--- src/rtl/twg_pkg.sv ---
`timescale 1ns / 1ps
`default_nettype none
// ----------------------------------------------------------------------------
// twg_pkg: shared types and constants of the twiddle gain tuner
// Widths, mode and phase codes, register indexes, the item, result, configuration
// and lane command structs, and the saturating gain adder.
// ----------------------------------------------------------------------------
package twg_pkg;

    // sizes
    localparam int NUM_GAINS   = 3;
    localparam int GAIN_WIDTH  = 32;
    localparam int ERROR_WIDTH = 48;
    localparam int INIT_GAINS  = 3;
    localparam int GIDX_W      = (NUM_GAINS > 1) ? $clog2(NUM_GAINS) : 1;
    localparam int GIDX_OUT_W  = 2;
    localparam int PHASE_W     = 2;
    localparam int MODE_W      = 3;
    localparam int SAMPLE_W    = 16;
    localparam int SQUARE_W    = 2 * SAMPLE_W;
    localparam int CFG_IDX_W   = 3;
    localparam int NUM_CFG     = 7;

    // floor(x / 10) for a GAIN_WIDTH-bit x as (x * DIV10_MUL) >> DIV10_SHIFT
    localparam int DIV10_SHIFT = GAIN_WIDTH + 3;
    localparam logic [GAIN_WIDTH-1:0] DIV10_MUL =
        GAIN_WIDTH'(((64'd1 << DIV10_SHIFT) + 64'd9) / 64'd10);

    // item modes
    localparam logic [MODE_W-1:0] MODE_SAMPLE   = 3'd0;
    localparam logic [MODE_W-1:0] MODE_END_INT  = 3'd1;
    localparam logic [MODE_W-1:0] MODE_END_EXT  = 3'd2;
    localparam logic [MODE_W-1:0] MODE_ABORT    = 3'd3;
    localparam logic [MODE_W-1:0] MODE_CONTINUE = 3'd4;

    // next tuning action
    localparam logic [PHASE_W-1:0] ACT_INIT     = 2'd0;
    localparam logic [PHASE_W-1:0] ACT_INCREASE = 2'd1;
    localparam logic [PHASE_W-1:0] ACT_DECREASE = 2'd2;
    localparam logic [PHASE_W-1:0] ACT_REVERT   = 2'd3;

    // configuration register indexes
    localparam logic [CFG_IDX_W-1:0] REG_GAIN_P = 3'd0;
    localparam logic [CFG_IDX_W-1:0] REG_GAIN_I = 3'd1;
    localparam logic [CFG_IDX_W-1:0] REG_GAIN_D = 3'd2;
    localparam logic [CFG_IDX_W-1:0] REG_STEP_P = 3'd3;
    localparam logic [CFG_IDX_W-1:0] REG_STEP_I = 3'd4;
    localparam logic [CFG_IDX_W-1:0] REG_STEP_D = 3'd5;
    localparam logic [CFG_IDX_W-1:0] REG_START  = 3'd6;

    // lane gain operations
    localparam logic [1:0] GOP_NONE = 2'd0;
    localparam logic [1:0] GOP_ADD  = 2'd1;
    localparam logic [1:0] GOP_SUB  = 2'd2;
    localparam logic [1:0] GOP_SUB2 = 2'd3;

    // lane step operations
    localparam logic [1:0] SOP_KEEP   = 2'd0;
    localparam logic [1:0] SOP_GROW   = 2'd1;
    localparam logic [1:0] SOP_SHRINK = 2'd2;

    typedef struct packed {
        logic [MODE_W-1:0]          mode;
        logic signed [SAMPLE_W-1:0] error_sample;
        logic [ERROR_WIDTH-1:0]     external_total;
    } item_t;

    typedef struct packed {
        logic signed [GAIN_WIDTH-1:0] out_gain_p;
        logic signed [GAIN_WIDTH-1:0] out_gain_i;
        logic signed [GAIN_WIDTH-1:0] out_gain_d;
        logic [ERROR_WIDTH-1:0]       error_sum;
        logic                         tuning_on;
        logic [PHASE_W-1:0]           phase;
        logic [GIDX_OUT_W-1:0]        gain_index;
    } result_t;

    typedef struct packed {
        logic [INIT_GAINS-1:0][GAIN_WIDTH-1:0] gain;
        logic [INIT_GAINS-1:0][GAIN_WIDTH-1:0] step;
        logic                                  start;
    } cfg_init_t;

    // one tuning move, broadcast to all lanes
    typedef struct packed {
        logic                  fire;
        logic [GIDX_W-1:0]     a_idx;
        logic [1:0]            gain_op;
        logic [1:0]            step_op;
        logic                  do_b;
        logic [GIDX_W-1:0]     b_idx;
        logic [GAIN_WIDTH-1:0] quot;
        logic                  rem_nz;
    } lane_cmd_t;

    // gain plus a signed delta, clamped to the signed gain range
    function automatic logic signed [GAIN_WIDTH-1:0] sat_gain_add(
        input logic signed [GAIN_WIDTH-1:0] g,
        input logic signed [GAIN_WIDTH+2:0] d
    );
        logic signed [GAIN_WIDTH+2:0] sum;
        logic signed [GAIN_WIDTH-1:0] res;
        sum = $signed({{3{g[GAIN_WIDTH-1]}}, g}) + d;
        if (sum[GAIN_WIDTH+2:GAIN_WIDTH-1] == '0 || sum[GAIN_WIDTH+2:GAIN_WIDTH-1] == '1)
            res = sum[GAIN_WIDTH-1:0];
        else if (sum[GAIN_WIDTH+2])
            res = $signed({1'b1, {(GAIN_WIDTH-1){1'b0}}});
        else
            res = $signed({1'b0, {(GAIN_WIDTH-1){1'b1}}});
        return res;
    endfunction

endpackage
`default_nettype wire

--- src/rtl/twg_if.sv ---
`timescale 1ns / 1ps
`default_nettype none


interface twg_cfg_if import twg_pkg::*; ();
    logic                  valid;
    logic                  ready;
    logic [CFG_IDX_W-1:0]  index;
    logic [GAIN_WIDTH-1:0] data;

    modport source (output valid, output index, output data, input ready);
    modport sink   (input valid, input index, input data, output ready);
endinterface
`default_nettype wire

--- src/rtl/twg_cfg_regs.sv ---
`timescale 1ns / 1ps
`default_nettype none
// ----------------------------------------------------------------------------
// twg_cfg_regs: configuration registers
// Holds the starting gains, steps and enable; any write to a known register
// raises a one-cycle reload of the tuning state.
// ----------------------------------------------------------------------------
module twg_cfg_regs import twg_pkg::*; (
    input  logic          clk,
    input  logic          rst_n,
    twg_cfg_if.sink       cfg,
    output cfg_init_t     init,
    output logic          load
);

    cfg_init_t init_reg;
    cfg_init_t init_next;
    logic      load_reg;
    logic      load_next;
    logic      wr;

    assign cfg.ready = 1'b1;
    assign wr        = cfg.valid && cfg.ready;

    // register decode
    always_comb
    begin
        init_next = init_reg;
        load_next = 1'b0;
        if (wr)
        begin
            load_next = 1'b1;
            case (cfg.index)
                REG_GAIN_P: init_next.gain[0] = cfg.data;
                REG_GAIN_I: init_next.gain[1] = cfg.data;
                REG_GAIN_D: init_next.gain[2] = cfg.data;
                REG_STEP_P: init_next.step[0] = cfg.data;
                REG_STEP_I: init_next.step[1] = cfg.data;
                REG_STEP_D: init_next.step[2] = cfg.data;
                REG_START:  init_next.start   = cfg.data[0];
                default:    load_next         = 1'b0;
            endcase
        end
    end

    always_ff @(posedge clk or negedge rst_n)
    begin
        if (!rst_n)
        begin
            init_reg <= '0;
            load_reg <= 1'b0;
        end
        else
        begin
            init_reg <= init_next;
            load_reg <= load_next;
        end
    end

    assign init = init_reg;
    assign load = load_reg;

endmodule
`default_nettype wire

--- src/flat_wrapper.sv ---
// flat-port wrapper written by rule: the top's interface ports become plain ports
module twg_cfg_regs_flat import twg_pkg::*;
  (clk, rst_n, init, load, cfg_valid, cfg_index, cfg_data, cfg_ready);
  twg_cfg_if cfg_i ();
  input  logic clk;
  input  logic rst_n;
  output cfg_init_t init;
  output logic load;
  input wire logic [$bits(cfg_i.valid)-1:0] cfg_valid;
  input wire logic [$bits(cfg_i.index)-1:0] cfg_index;
  input wire logic [$bits(cfg_i.data)-1:0] cfg_data;
  output wire logic [$bits(cfg_i.ready)-1:0] cfg_ready;
  assign cfg_i.valid = cfg_valid;
  assign cfg_i.index = cfg_index;
  assign cfg_i.data = cfg_data;
  assign cfg_ready = cfg_i.ready;
  twg_cfg_regs u_core (.clk(clk), .rst_n(rst_n), .cfg(cfg_i), .init(init), .load(load));
endmodule
--- config.mk ---
export PLATFORM = sky130hd
export DESIGN_NAME = twg_cfg_regs_flat
export DESIGN_NICKNAME = d
export VERILOG_FILES = /design/src/rtl/twg_pkg.sv /design/src/rtl/twg_if.sv /design/src/rtl/twg_cfg_regs.sv /design/src/flat_wrapper.sv
export SDC_FILE = /design/constraint.sdc
export NUM_CORES = 1
export LEC_CHECK = 0
export ABC_AREA = 1
export BUFFER_PORTS_ARGS = -buffer_cell sky130_fd_sc_hd__buf_2
export CAP_MARGIN = 5
export CORE_AREA = 2 2 181 183
export DETAILED_ROUTE_END_ITERATION = 7
export DIE_AREA = 0 0 183 185
export SYNTH_ARGS = -nofsm -noshare
export SYNTH_HDL_FRONTEND = slang
export SYNTH_SLANG_ARGS = --single-unit
--- constraint.sdc ---
create_clock -name clk -period 0.8 [get_ports clk]
set_input_delay 0.12 -clock clk [delete_from_list [all_inputs] [get_ports clk]]
set_output_delay 0.12 -clock clk [all_outputs]
set_load 0.01 [all_outputs]
==> flow_summary.toml <==
[detailed_routing]
drc_errors = 0
wl_per_cell_um = 16.59
viasPerCell = 4.315
vias = 7063
drtIter0Drc = 410
dr.pass1.iters = 5
drtAntennaViolNets = 0
wl_um = 27160

[global_routing]
grt_pass1_wl_um = 41060
grt-ovfl-total = 0
antenna_found_initial = 0
grt_max_degree = 57
grtUsageTotal_pct = 16.05
grt_pass1_vias = 6898

[clocking]
clock_sinks = 194
clkTransAtPathRegs_ns = 0.08
clk_latency_ns = 0.44
clk_path_buf_depth = 2
cts_made_buffers = 17
root_buffer = "clkbuf_16"
cts_tree = "done"
htree_levels = 4

[power_and_ir_drop]
ir_drop_uv = 1359
power_mw = 29.81
leakage_nw = 6.465
powerDensity_mw_per_mm2 = 2544

[critical_path]
worstPathArrival_ns = 1.01
cpLargestDelayFamily = "flip-flops"
path_buf_inv = 1
crit_path_end_kind = "output port"
cpMaxStageDelayCell = "dfrtp_1"
cp_max_fo = 2
critPathMaxStageDelay_ns = 0.41
critical_path.cell_chain = "buf_2"
critPathLaunchType = "register"
criticalPathCategory = "register to output port"
cp.required_ns = 0.68

[yosys]
synth_edf_count = 0
synth.area.top_cells = "dfrtp_1, nand2_1, nand3_1, buf_2, clkbuf_1"
syn_area_mm2 = 0.007530
async_reset_ff_share_pct = 100.0
yosysTopAreaCell = "dfrtp_1"
synth_warnings = 0
synth_top_area_share_pct = 64.47
synth_commonest_cells = "nand2_1, dfrtp_1, nand3_1"
yosys_register_bits = 194
synthFlopType = "dfrtp_1"
yosysMostFrequentCell = "nand2_1"
syn-mean-instance-area_um2 = 8.869
ys_seq_area_share_pct = 64.47
synth_nets = 887
syn_inst = 849
yosysUniqueCellTypes = 14

[floorplanning]
die_h_um = 185
start_util_pct = 23.50
die_area_mm2 = 0.03386
core_mm2 = 0.03204
rows = 66
dieWidth_um = 183
ios = 233

[sta]
worst_hold_slack_ns = 0.07175
clock.fmax_mhz = 885.1
finalCritPeriodShare_pct = 141.2
period_needed_ns = 1.130
drv_slew = 0
grt_setup_unrepaired = "true"
finalHoldViolCount = 0
setup_ws_ns = -0.3298
setup_viol = 205
skew_ns = 0

[final_layout]
n_antenna_cell = 0
nNetsFinal = 1254
largest_register_ffs = 193
area_growth_pct = 55.60
drive_above_1_share_pct = 34.01
nFillCells = 3265

[outcome]
violations = "negative setup slack"
status = "finished, violations left"

[placed_design]
hpwl_um = 18130
port-buffer-count = 231
gp_congestion = 0.7902

[job]
drv_cap = 0

[worst_hold_path]
hold_class = "input pin to register"
==> per-layer routing <==
metal / GRT usage (%) / wire, um / up-vias
met4: 5.056 / 547 / 0
met2: 26.00 / 12800 / 207
met1: 20.42 / 11990 / 3437
met5: 0 / 0 / -
met3: 5.132 / 1815 / 27
li1: - / - / 3392
==> metrics by stage <==
stage | setup TNS [ns] | instances | setup WS, ns | cell area [um2] | utilization (%)
floorplan | -5.194 | 849 | -0.04387 | 7692 | -
detailed placement | -62.37 | 1478 | -0.4064 | 9604 | 29.98
global route | -66.40 | 1637 | -0.3773 | 11720 | 36.57
CTS | -63.35 | 1594 | -0.3693 | 11260 | 35.16
global placement | -59.90 | 1478 | -0.4176 | 9604 | 29.98
finish | -56.92 | 1637 | -0.3298 | 11720 | 36.57
==> timing repair <==
| action | 4_1_cts | 5_1_grt |
|---|---|---|
| pin swaps | 0 | 3 |
| hold buffers | 34 | 0 |
| endpoints found under the setup margin | 194 | 199 |
| hold endpoints to repair | 368 | 0 |
| gates resized for setup | 75 | 27 |
| buffers inserted | 50 | 44 |
==> cell usage in the layout, fill, tap and decap left out <==
| cell | netlist | layout |
|---|---|---|
| nand2_1 | 461 | 449 |
| conb_1 | 1 | 1 |
| nand3_1 | 129 | 128 |
| clkinvlp_4 | 0 | 1 |
| dfrtp_1 | 194 | 194 |
| buf_6 | 0 | 75 |
| inv_8 | 0 | 4 |
| buf_4 | 1 | 109 |
| clkinv_2 | 0 | 3 |
| bufinv_16 | 0 | 1 |
| clkbuf_16 | 0 | 17 |
| nand2_2 | 0 | 12 |
| clkinv_8 | 0 | 2 |
| nand3_2 | 0 | 1 |
| o21ai_0 | 1 | 1 |
| dlygate4sd3_1 | 0 | 34 |
| buf_12 | 0 | 21 |
| clkbuf_8 | 0 | 1 |
| clkinv_4 | 0 | 1 |
| inv_12 | 0 | 1 |
| nor2_4 | 1 | 6 |
| inv_1 | 5 | 4 |
| buf_2 | 30 | 159 |
| inv_6 | 0 | 4 |
==> logic make-up after synthesis <==
kind of cell	share of synthesized area, %
flops	64.47
compound gates	0.06640
simple gates	32.02
other cells	0.04980
buf+inv	3.390
==> path summary, 6_finish.rpt <==
kind                             startpoint               end  slack, ns  cells past startpoint
max                        u_core.init[145]         init[145]      -0.33                      1
max reg2reg                u_core.init[111]  u_core.init[111]      -0.06                      4
min                            cfg_index[2]       u_core.load       0.07                      4
min reg2reg                u_core.init[137]  u_core.init[137]       0.47                      2
min in group asynchronous             rst_n   u_core.init[98]       0.10                      2
max in group asynchronous             rst_n  u_core.init[144]       0.17                      3
==> worst register-to-register path: stages, from the launching register on <==
cell     delay [ns]
dfrtp_1        0.40
buf_4          0.13
buf_4          0.12
nand2_1        0.06
nand2_1        0.05
==> power by group <==
group / internal, mW / total [mW] / switching, mW
Combinational: 4.19 / 8.10 / 3.91
Sequential: 11.6 / 12.8 / 1.16
Clock: 4.47 / 8.91 / 4.44
Total: 20.3 / 29.8 / 9.51
==> area by class of cell <==
type	instances	area, um2	share of cell area, %
Sequential cell	194	4855	41.44
Multi-Input combinational cell	598	2487	21.23
Inverter	6	36.28	0.3097
Timing Repair Buffer	399	3233	27.60
Clock inverter	15	168.9	1.442
Tap cell	408	510.5	4.357
Clock buffer	17	425.4	3.631
No activity file was read; power rests on OpenSTA's default activity.
