`src/rtl/twg_pkg.sv`:
```
`timescale 1ns / 1ps
`default_nettype none
// ----------------------------------------------------------------------------
// twg_pkg: shared types and constants of the twiddle gain tuner
// Widths, mode and phase codes, register indexes, the item, result, configuration
// and lane command structs, and the saturating gain adder.
// ----------------------------------------------------------------------------
package twg_pkg;

    // sizes
    localparam int NUM_GAINS   = 3;
    localparam int GAIN_WIDTH  = 32;
    localparam int ERROR_WIDTH = 48;
    localparam int INIT_GAINS  = 3;
    localparam int GIDX_W      = (NUM_GAINS > 1) ? $clog2(NUM_GAINS) : 1;
    localparam int GIDX_OUT_W  = 2;
    localparam int PHASE_W     = 2;
    localparam int MODE_W      = 3;
    localparam int SAMPLE_W    = 16;
    localparam int SQUARE_W    = 2 * SAMPLE_W;
    localparam int CFG_IDX_W   = 3;
    localparam int NUM_CFG     = 7;

    // floor(x / 10) for a GAIN_WIDTH-bit x as (x * DIV10_MUL) >> DIV10_SHIFT
    localparam int DIV10_SHIFT = GAIN_WIDTH + 3;
    localparam logic [GAIN_WIDTH-1:0] DIV10_MUL =
        GAIN_WIDTH'(((64'd1 << DIV10_SHIFT) + 64'd9) / 64'd10);

    // item modes
    localparam logic [MODE_W-1:0] MODE_SAMPLE   = 3'd0;
    localparam logic [MODE_W-1:0] MODE_END_INT  = 3'd1;
    localparam logic [MODE_W-1:0] MODE_END_EXT  = 3'd2;
    localparam logic [MODE_W-1:0] MODE_ABORT    = 3'd3;
    localparam logic [MODE_W-1:0] MODE_CONTINUE = 3'd4;

    // next tuning action
    localparam logic [PHASE_W-1:0] ACT_INIT     = 2'd0;
    localparam logic [PHASE_W-1:0] ACT_INCREASE = 2'd1;
    localparam logic [PHASE_W-1:0] ACT_DECREASE = 2'd2;
    localparam logic [PHASE_W-1:0] ACT_REVERT   = 2'd3;

    // configuration register indexes
    localparam logic [CFG_IDX_W-1:0] REG_GAIN_P = 3'd0;
    localparam logic [CFG_IDX_W-1:0] REG_GAIN_I = 3'd1;
    localparam logic [CFG_IDX_W-1:0] REG_GAIN_D = 3'd2;
    localparam logic [CFG_IDX_W-1:0] REG_STEP_P = 3'd3;
    localparam logic [CFG_IDX_W-1:0] REG_STEP_I = 3'd4;
    localparam logic [CFG_IDX_W-1:0] REG_STEP_D = 3'd5;
    localparam logic [CFG_IDX_W-1:0] REG_START  = 3'd6;

    // lane gain operations
    localparam logic [1:0] GOP_NONE = 2'd0;
    localparam logic [1:0] GOP_ADD  = 2'd1;
    localparam logic [1:0] GOP_SUB  = 2'd2;
    localparam logic [1:0] GOP_SUB2 = 2'd3;

    // lane step operations
    localparam logic [1:0] SOP_KEEP   = 2'd0;
    localparam logic [1:0] SOP_GROW   = 2'd1;
    localparam logic [1:0] SOP_SHRINK = 2'd2;

    typedef struct packed {
        logic [MODE_W-1:0]          mode;
        logic signed [SAMPLE_W-1:0] error_sample;
        logic [ERROR_WIDTH-1:0]     external_total;
    } item_t;

    typedef struct packed {
        logic signed [GAIN_WIDTH-1:0] out_gain_p;
        logic signed [GAIN_WIDTH-1:0] out_gain_i;
        logic signed [GAIN_WIDTH-1:0] out_gain_d;
        logic [ERROR_WIDTH-1:0]       error_sum;
        logic                         tuning_on;
        logic [PHASE_W-1:0]           phase;
        logic [GIDX_OUT_W-1:0]        gain_index;
    } result_t;

    typedef struct packed {
        logic [INIT_GAINS-1:0][GAIN_WIDTH-1:0] gain;
        logic [INIT_GAINS-1:0][GAIN_WIDTH-1:0] step;
        logic                                  start;
    } cfg_init_t;

    // one tuning move, broadcast to all lanes
    typedef struct packed {
        logic                  fire;
        logic [GIDX_W-1:0]     a_idx;
        logic [1:0]            gain_op;
        logic [1:0]            step_op;
        logic                  do_b;
        logic [GIDX_W-1:0]     b_idx;
        logic [GAIN_WIDTH-1:0] quot;
        logic                  rem_nz;
    } lane_cmd_t;

    // gain plus a signed delta, clamped to the signed gain range
    function automatic logic signed [GAIN_WIDTH-1:0] sat_gain_add(
        input logic signed [GAIN_WIDTH-1:0] g,
        input logic signed [GAIN_WIDTH+2:0] d
    );
        logic signed [GAIN_WIDTH+2:0] sum;
        logic signed [GAIN_WIDTH-1:0] res;
        sum = $signed({{3{g[GAIN_WIDTH-1]}}, g}) + d;
        if (sum[GAIN_WIDTH+2:GAIN_WIDTH-1] == '0 || sum[GAIN_WIDTH+2:GAIN_WIDTH-1] == '1)
            res = sum[GAIN_WIDTH-1:0];
        else if (sum[GAIN_WIDTH+2])
            res = $signed({1'b1, {(GAIN_WIDTH-1){1'b0}}});
        else
            res = $signed({1'b0, {(GAIN_WIDTH-1){1'b1}}});
        return res;
    endfunction

endpackage
`default_nettype wire

```
`src/rtl/twg_if.sv`:
```
`timescale 1ns / 1ps
`default_nettype none
// ----------------------------------------------------------------------------
// twg_if: handshake channels of the twiddle gain tuner
// Item, result and configuration write channels, each with valid and ready.
// ----------------------------------------------------------------------------
interface twg_item_if import twg_pkg::*; ();
    logic                        valid;
    logic                        ready;
    logic [MODE_W-1:0]           mode;
    logic signed [SAMPLE_W-1:0]  error_sample;
    logic [ERROR_WIDTH-1:0]      external_total;

    modport source (output valid, output mode, output error_sample,
                    output external_total, input ready);
    modport sink   (input valid, input mode, input error_sample,
                    input external_total, output ready);
endinterface

`default_nettype wire

```
`src/rtl/twg_in_stage.sv`:
```
`timescale 1ns / 1ps
`default_nettype none
// ----------------------------------------------------------------------------
// twg_in_stage: input register
// Captures one item; refills in the same cycle the held item is taken.
// ----------------------------------------------------------------------------
module twg_in_stage import twg_pkg::*; (
    input  logic      clk,
    input  logic      rst_n,
    twg_item_if.sink  items,
    input  logic      take,
    output logic      held,
    output item_t     item
);

    logic  valid_reg;
    logic  valid_next;
    item_t item_reg;
    logic  accept;

    assign items.ready = !valid_reg || take;
    assign accept      = items.valid && items.ready;

    always_comb
    begin
        if (accept)
            valid_next = 1'b1;
        else if (take)
            valid_next = 1'b0;
        else
            valid_next = valid_reg;
    end

    always_ff @(posedge clk or negedge rst_n)
    begin
        if (!rst_n)
            valid_reg <= 1'b0;
        else
            valid_reg <= valid_next;
    end

    // payload, no reset
    always_ff @(posedge clk)
    begin
        if (accept)
        begin
            item_reg.mode           <= items.mode;
            item_reg.error_sample   <= items.error_sample;
            item_reg.external_total <= items.external_total;
        end
    end

    assign held = valid_reg;
    assign item = item_reg;

endmodule
`default_nettype wire

```
`src/flat_wrapper.sv`:
```
// flat-port wrapper written by rule: the top's interface ports become plain ports
module twg_in_stage_flat import twg_pkg::*;
  (clk, rst_n, take, held, item, items_valid, items_mode, items_error_sample, items_external_total, items_ready);
  twg_item_if items_i ();
  input  logic clk;
  input  logic rst_n;
  input  logic take;
  output logic held;
  output item_t item;
  input wire logic [$bits(items_i.valid)-1:0] items_valid;
  input wire logic [$bits(items_i.mode)-1:0] items_mode;
  input wire logic [$bits(items_i.error_sample)-1:0] items_error_sample;
  input wire logic [$bits(items_i.external_total)-1:0] items_external_total;
  output wire logic [$bits(items_i.ready)-1:0] items_ready;
  assign items_i.valid = items_valid;
  assign items_i.mode = items_mode;
  assign items_i.error_sample = items_error_sample;
  assign items_i.external_total = items_external_total;
  assign items_ready = items_i.ready;
  twg_in_stage u_core (.clk(clk), .rst_n(rst_n), .items(items_i), .take(take), .held(held), .item(item));
endmodule
```
`config.mk`:
```
export PLATFORM = sky130hd
export DESIGN_NAME = twg_in_stage_flat
export DESIGN_NICKNAME = d
export VERILOG_FILES = /design/src/rtl/twg_pkg.sv /design/src/rtl/twg_if.sv /design/src/rtl/twg_in_stage.sv /design/src/flat_wrapper.sv
export SDC_FILE = /design/constraint.sdc
export NUM_CORES = 1
export LEC_CHECK = 0
export BUFFER_PORTS_ARGS = -buffer_cell sky130_fd_sc_hd__clkbuf_2
export CORE_MARGIN = 2
export CORE_UTILIZATION = 40
export DETAILED_ROUTE_END_ITERATION = 12
export PLACE_DENSITY = 0.76
export SETUP_SLACK_MARGIN = 0.15
export SYNTH_ARGS = -nofsm -noshare
export SYNTH_HDL_FRONTEND = slang
export SYNTH_SLANG_ARGS = --single-unit
export TNS_END_PERCENT = 50
```
`constraint.sdc`:
```
create_clock -name clk -period 1.6 [get_ports clk]
set_input_delay 0.08 -clock clk [delete_from_list [all_inputs] [get_ports clk]]
set_output_delay 0.08 -clock clk [all_outputs]
set_load 0.03 [all_outputs]
```
==> metrics.cfg, run 1 <==
[run_status]
outcome = finished clean

[drt]
wl_met1_um = 2040
drc_errors = 0
top_layer_used = met4
firstDrtPassIters = 4
via_per_inst = 4.30
routed_wl_um = 6220
vias = 1584
drtAntennaViolNets = 0
wl_met2_um = 3380
first_iter_violations = 102
wl_met3_um = 625
wl_per_cell_um = 16.9

[pwr]
power.leakage_nw = 1.62
irDropWorstVdd_v = 0.000733
power_density_nw_per_um2 = 1030
pwr-share-comb_pct = 15.0
finalPower_mw = 3.86
sw_frac_of_total_pct = 25.6
p_sw_mw = 0.987
p_clk_share_pct = 30.4
seqPwrFrac_pct = 54.6
intPower_mw = 2.87

[clocking]
h-tree-depth = 3
root_buffer = clkbuf_8
cts_inserted_buffers = 9
clkLatencyLatePin_ns = 0.34
clockBufferDepth = 2
cts_tree = done
clkSinkCount = 68
path_clk_slew_ns = 0.07

[worst_setup_path]
worstSetupEndpointType = flop
critPathBufInv = 1
path_depth = 3
crit_path_top_delay_cell = dfrtp_2
critical_path.cell_chain = nand2b_4 -> and2_4 -> buf_12
path_class = flop to flop
required_ns = 1.63
crit_fanout = 36
r2r_slack_ns = 0.38
cp.arrival_ns = 1.25
worst_path_dominant_cell_family = flip-flops
cp-start-kind = flop
r2r_cells = 3
slowest_delay_ns = 0.43

[min_path]
min_path_cells = 3
hold_path.class = input port to flop

[grt]
grt_antenna_before_repair = 1
gr-total-overflow = 0
grt_max_degree = 37
grt_use_total_pct = 22.2
grt_pass1_wl_um = 8580
grt_pass1_vias = 1776

[run]
max-cap-violations = 0

[die]
dieArea_sq_um = 5760
rows = 26
ios = 140
die_h_um = 75.9
start_util_pct = 41.0
die_x_um = 75.9
core_area_sq_um = 5040

[timing]
fin_crit_sh_pct = 76.4
hold_viol = 0
finalMaxSlewViolations = 0
rsz0062_at_grt = no
finalClockSkew_ns = 0.0103
max_freq_ghz = 0.818
setup_tns_ns = 0
finalSetupViolCount = 0
post-route-min-period_ns = 1.22
slew-limit-headroom_pct = 86.7
worst_slew_pin_slew_ns = 0.200

[logic_synthesis]
synthesis.nets = 142
synthCells = 71
yosys.cell_types.count = 5
yosys_warnings = 0
syn_area_per_cell_sq_um = 29.1
yosysSeqAreaShare_pct = 98.6
netlist_area_sq_um = 2070
synth_seq_cells = 68

[place]
hpwl_um = 3180
place.gp.congestion = 0.745
post-place-cells = 282
io_buffer_count = 139

[cells_and_area]
num-nets-final = 363
area_growth_pct = 81.2
stdcell_count = 368
largest_register_ffs = 67
seqCellArea_sq_um = 2040
fin_util_pct = 74.2
multiInputGateArea_sq_um = 28.8
drive_above_1_share_pct = 52.9
fill_cells = 299

layout by cell type (no fill, tap or decap):
cell type	instances
clkinvlp_4	2
edfxtp_1	67
clkbuf_1	2
buf_12	2
dlygate4sd3_1	69
dfrtp_2	1
clkbuf_2	139
clkinv_1	1
and2_4	1
clkbuf_8	9
diode_2	1
clkinv_2	2
nand2b_1	1
nand2b_4	1
repair_timing:
item | CTS | global route
endpoints found under the hold margin | 69 | 0
buffers inserted | 0 | 0
hold buffers | 69 | 0
endpoints found under the setup margin | 0 | 0
gates resized for setup | 0 | 0
Yosys cell counts (all sizes together):
cell type	n	area, sq um
edfxtp	67	2010
nand2b	2	20.0
and2	1	8.76
dfrtp	1	25.0
final timing paths:
| check | start | end |
|---|---|---|
| hold reg to reg | u_core.held | u_core.held |
| hold / removal | take | u_core.held |
| setup / recovery | u_core.held | u_core.item[36] |
| min in group asynchronous | rst_n | u_core.held |
| max in group asynchronous | rst_n | u_core.held |
| setup reg to reg | u_core.held | u_core.item[36] |
logic make-up after synthesis:
| family | count (synthesis) | synth area share [%] |
|---|---|---|
| DFF | 68 | 98.6 |
| and+or+nand+nor | 3 | 1.39 |
metrics by stage:
stage          hold WS [ns]  cell area (sq um)  setup slack (ns)
6_report             0.0233               3740             0.378
5_1_grt              0.0416               3740             0.337
4_1_cts              0.0213               3740             0.391
3_5_place_dp         -0.144               2890             0.403
3_3_place_gp         -0.141               2890             0.429
2_1_floorplan        -0.216               2070           0.00767
worst min-delay path: stages:
cell	delay (ns)
clkbuf_2	0.08
nand2b_4	0.12
nand2b_1	0.05
area by class of cell:
| type | instances | area share (%) |
|---|---|---|
| sequential | 68 | 54.4 |
| tap | 70 | 2.34 |
| antenna | 1 | 0.0668 |
| clock inverter | 5 | 0.769 |
| clock buffer | 11 | 3.51 |
| timing repair buffer | 210 | 38.1 |
| multi-input combinational | 3 | 0.769 |
layer usage:
metal | vias to the layer above | global-route usage, %
li1 | 728 | -
met1 | 740 | 21.6
met2 | 100 | 38.9
met3 | 16 | 9.92
met4 | 0 | 12.5
met5 | - | 0
power by group through the flow:
| stage | clock, mW | combinational, mW | sequential, mW |
|---|---|---|---|
| floorplan | 0 | 0.0413 | 2.33 |
| global placement | 0 | 0.427 | 2.14 |
| detailed placement | 0 | 0.434 | 2.14 |
| CTS | 1.17 | 0.568 | 2.10 |
| global route | 1.26 | 0.612 | 2.12 |
| finish | 1.17 | 0.580 | 2.11 |
Power figures use the tool's default switching activity.
==> run 2, diff against run 1 <==
==> constraint.sdc (replaced) <==
create_clock -name clk -period 1.3 [get_ports clk]
set_input_delay 0.065 -clock clk [delete_from_list [all_inputs] [get_ports clk]]
set_output_delay 0.065 -clock clk [all_outputs]
set_load 0.03 [all_outputs]
==> metrics.cfg, run 2 (synthesized netlist as in run 1, its figures left out) <==
[worst_setup_path]
crit_fanout = 18
r2r_cells = 3
cp-start-kind = flop
required_ns = 1.36
rr_endpoint = u_core.item[3]
r2r_start = u_core.held
cp.arrival_ns = 1.33
worstSetupEndpointType = flop
r2r_slack_ns = 0.03
path_class = flop to flop

[die]
ios = 140
die_h_um = 75.9
core_area_sq_um = 5040
rows = 26
dieArea_sq_um = 5760
start_util_pct = 41.0
die_x_um = 75.9

[grt]
grt_use_met1_pct = 26.5
busiest_layer = met2
globalRouteMet2Util_pct = 38.1
gr-total-overflow = 0
grt_antenna_before_repair = 0
grt_max_degree = 37
grt_use_total_pct = 23.3
grt_pass1_vias = 1705
grt_use_met3_pct = 9.13
grt_pass1_wl_um = 8850

[run]
max-cap-violations = 0

[drt]
wl_per_cell_um = 18.1
vias = 1657
routed_wl_um = 6680
firstDrtPassIters = 4
first_iter_violations = 75
drtAntennaViolNets = 0
drc_errors = 0
via_per_inst = 4.49

[timing]
fin_crit_sh_pct = 97.6
finalSetupViolCount = 0
rsz0062_at_grt = yes
timing.final.ws_setup_ns = 0.0307
post-route-min-period_ns = 1.27
hold_viol = 0
worst_slew_pin_slew_ns = 0.219
finalClockSkew_ns = 0.00800
max_freq_ghz = 0.788
finalMaxSlewViolations = 0
slew-limit-headroom_pct = 85.4

[clocking]
cts_inserted_buffers = 9
clockBufferDepth = 2
cts_tree = done
root_buffer = clkbuf_8
cts_setup_buffers = 0
clkSinkCount = 68
h-tree-depth = 3
clkLatencyLatePin_ns = 0.34
path_clk_slew_ns = 0.07

[cells_and_area]
final_cell_mix = 139 x clkbuf_2, 69 x dlygate4sd3_1, 67 x edfxtp_1
final_common_cell = clkbuf_2
num-nets-final = 365
largest_register_ffs = 67
drive_above_1_share_pct = 53.8
antenna_cells = 0
fill_cells = 288
area_growth_pct = 87.3

[place]
io_buffer_count = 139
place.gp.congestion = 0.718
dp_slack_ns = 0.0996

[pwr]
finalPower_mw = 5.43
intPower_mw = 4.14
p_sw_mw = 1.29
seqPwrFrac_pct = 47.8
power_density_nw_per_um2 = 1400
power.leakage_nw = 1.69
p_clk_share_pct = 38.5
sw_frac_of_total_pct = 23.7
pwr-share-comb_pct = 13.7
irDropWorstVdd_v = 0.00116

[run_status]
outcome = finished clean

[min_path]
hold_path.class = input port to async pin

[run 2: cell count changes in the layout (fill, tap and decap cells not counted), sizes merged]
cell / previous run / this run
bufinv: 0 / 3
clkinvlp: 2 / 1
diode: 1 / 0
[run 2: stage by stage]
stage               area, sq um  util [%]  hold WS [ns]  std cells  setup TNS, ns
floorplan                  2070         -        -0.231         71         -19.59
global route               3870      76.7        0.0398        369              0
CTS                        3820      75.8        0.0157        367              0
global placement           2890      57.3        -0.156        282              0
detailed placement         2890      57.3        -0.160        282              0
finish                     3870      76.7        0.0336        369              0
[run 2: worst max path at each step]
| stage | cells past startpoint | from | to | slack [ns] |
|---|---|---|---|---|
| after floorplan | 2 | u_core.held | u_core.item[0] | -0.29 |
| after global placement | 3 | u_core.held | u_core.item[61] | 0.13 |
| after detailed placement | 3 | u_core.held | u_core.item[66] | 0.1 |
| after CTS | 3 | u_core.held | u_core.item[23] | 0.08 |
| after global routing | 3 | u_core.held | u_core.item[14] | 0.03 |
| final | 3 | u_core.held | u_core.item[3] | 0.03 |
[run 2: worst max-delay path, stage by stage (launching register included)]
cell	delay, ns
dfrtp_2	0.44
nand2b_4	0.10
and2_4	0.23
clkbuf_16	0.21
[run 2: layer usage]
| metal | wire [um] | part of all wire, % |
|---|---|---|
| met5 | 0 | 0 |
| met4 | 189 | 2.8 |
| met3 | 583 | 8.7 |
| met2 | 3660 | 55 |
| met1 | 2250 | 34 |
[run 2: what timing repair did]
action / in CTS / in global routing
hold buffers: 69 / 0
setup endpoints to repair: 67 / 68
cloned: 0 / 2
pin swaps: 0 / 0
gates resized for setup: 0 / 0
endpoints found under the hold margin: 69 / 0
[run 2: area by class of cell]
cell class                 instances  area (sq um)  share of cell area, %
multi-input combinational          3          28.8                  0.744
clock inverter                     7           115                   2.97
sequential                        68          2040                   52.7
timing repair buffer             212          1480                   38.2
clock buffer                       9           124                   3.20
tap                               70          87.6                   2.26
[run 2: power by group through the flow]
stage | sequential, mW | combinational [mW] | clock [mW]
after floorplan | 2.87 | 0.0508 | 0
after global placement | 2.63 | 0.526 | 0
after detailed placement | 2.63 | 0.534 | 0
after CTS | 2.59 | 0.699 | 2.08
after global routing | 2.60 | 0.782 | 2.20
final | 2.60 | 0.744 | 2.09
==> run 3, diff against run 2 <==
--- a/config.mk
+++ b/config.mk
@@ -10,6 +10,7 @@
 export CORE_UTILIZATION = 40
 export DETAILED_ROUTE_END_ITERATION = 12
 export PLACE_DENSITY = 0.76
+export REMOVE_ABC_BUFFERS = 1
 export SETUP_SLACK_MARGIN = 0.15
 export SYNTH_ARGS = -nofsm -noshare
 export SYNTH_HDL_FRONTEND = slang
==> metrics.cfg, run 3 (synthesized netlist as in run 1, its figures left out) <==
[grt]
grt_max_degree = 34
grt_antenna_before_repair = 0
grt_pass1_vias = 1700
gr-total-overflow = 0
grt_use_total_pct = 21.9
grt_pass1_wl_um = 8420

[clocking]
cts_inserted_buffers = 9
path_clk_slew_ns = 0.07
clkSinkCount = 68
root_buffer = clkbuf_8
h-tree-depth = 3
clockBufferDepth = 2
cts_setup_buffers = 0
clkLatencyLatePin_ns = 0.34
cts_tree = done

[timing]
slew-limit-headroom_pct = 86.5
finalMaxSlewViolations = 0
finalSetupViolCount = 0
whs_ns = 0.0430
rsz0062_at_grt = yes
worst_slew_pin_slew_ns = 0.203
post-route-min-period_ns = 1.22
hold_viol = 0
finalClockSkew_ns = 0.0107
setup_tns_ns = 0
max_freq_ghz = 0.822
fin_crit_sh_pct = 93.6
timing.final.ws_setup_ns = 0.0835

[drt]
drtAntennaViolNets = 0
wl_per_cell_um = 17.5
routed_wl_um = 6590
via_per_inst = 4.47
vias = 1680
first_iter_violations = 50
drc_errors = 0
firstDrtPassIters = 4

[worst_setup_path]
worstSetupEndpointType = flop
required_ns = 1.35
r2r_slack_ns = 0.08
crit_fanout = 8
critPathBufInv = 1
cp.arrival_ns = 1.27
critical_path.cell_chain = nand2b_4 -> and2_4 -> clkbuf_16
slowest_delay_ns = 0.41
path_class = flop to flop
worst_path_dominant_cell_family = flip-flops
crit_path_top_delay_cell = dfrtp_1
cp-start-kind = flop

[place]
dp_slack_ns = 0.109
place.gp.congestion = 0.758
placed_cell_area_sq_um = 2900
io_buffer_count = 139
hpwl_um = 3150
post-place-cells = 284

[cells_and_area]
final_common_cell = clkbuf_2
fin_area_sq_um = 3910
drive_above_1_share_pct = 53.9
area_growth_pct = 89.5
antenna_cells = 0
largest_register_ffs = 67
num-nets-final = 372
fill_cells = 264
stdcell_count = 376
final_cell_mix = 139 x clkbuf_2, 69 x dlygate4sd3_1, 67 x edfxtp_1

[pwr]
irDropWorstVdd_v = 0.00112
intPower_mw = 3.79
p_clk_share_pct = 32.7
pwr-share-comb_pct = 15.7
p_sw_mw = 1.24
power_density_nw_per_um2 = 1280
sw_frac_of_total_pct = 24.6
power.leakage_nw = 1.72
seqPwrFrac_pct = 51.6

[run_status]
outcome = finished clean

[min_path]
hold_path.class = input port to async pin

[die]
rows = 26
die_h_um = 75.9
start_util_pct = 41.0
ios = 140
core_area_sq_um = 5040
die_x_um = 75.9
dieArea_sq_um = 5760

[run]
max-cap-violations = 0

[run 3: layout make-up]
class	count	area (sq um)	share of cell area, %
flip-flops and latches	68	2040	52.0
repair buffers	218	1570	40.1
clock buffers	11	131	3.36
well taps	70	87.6	2.24
clock inverters	5	52.6	1.34
multi-input cells	4	37.5	0.959
[run 3: worst paths after layout]
check                             from  cells after the start              end
min reg2reg                u_core.held                      2      u_core.held
max                        u_core.held                      3  u_core.item[31]
min in group clk                  take                      3      u_core.held
max reg2reg                u_core.held                      3  u_core.item[31]
max in group asynchronous        rst_n                      2      u_core.held
min                              rst_n                      2      u_core.held
[run 3: metrics by stage]
stage	power, mW	util (%)
after floorplan	2.92	-
after global placement	3.16	57.6
after detailed placement	3.17	57.6
after CTS	4.93	74.9
after global routing	5.18	77.6
final	5.02	77.6
[run 3: worst register-to-register path, cell delays in order, from the launching register on]
cell and delay [ns]:
dfrtp_1 0.41, nand2b_4 0.10, and2_4 0.24, clkbuf_16 0.18
[run 3: layer usage]
| metal | track usage, % | share of wire (%) |
|---|---|---|
| met1 | 22.6 | 35 |
| met4 | 10.3 | 2.3 |
| met2 | 37.5 | 53 |
| met5 | 0 | 0 |
| met3 | 10.1 | 9.5 |
[run 3: power by group through the flow]
stage / sequential, mW / combinational (mW) / clock (mW)
global placement: 2.63 / 0.533 / 0
floorplan: 2.87 / 0.0508 / 0
CTS: 2.59 / 0.704 / 1.64
finish: 2.59 / 0.789 / 1.64
global route: 2.60 / 0.832 / 1.75
detailed placement: 2.63 / 0.540 / 0
[run 3: timing repair]
item,in CTS,in global routing
endpoints found under the setup margin,63,68
pin swaps,0,1
gates resized for setup,0,2
gates cloned,0,7
hold endpoints to repair,69,0
hold buffers,69,0
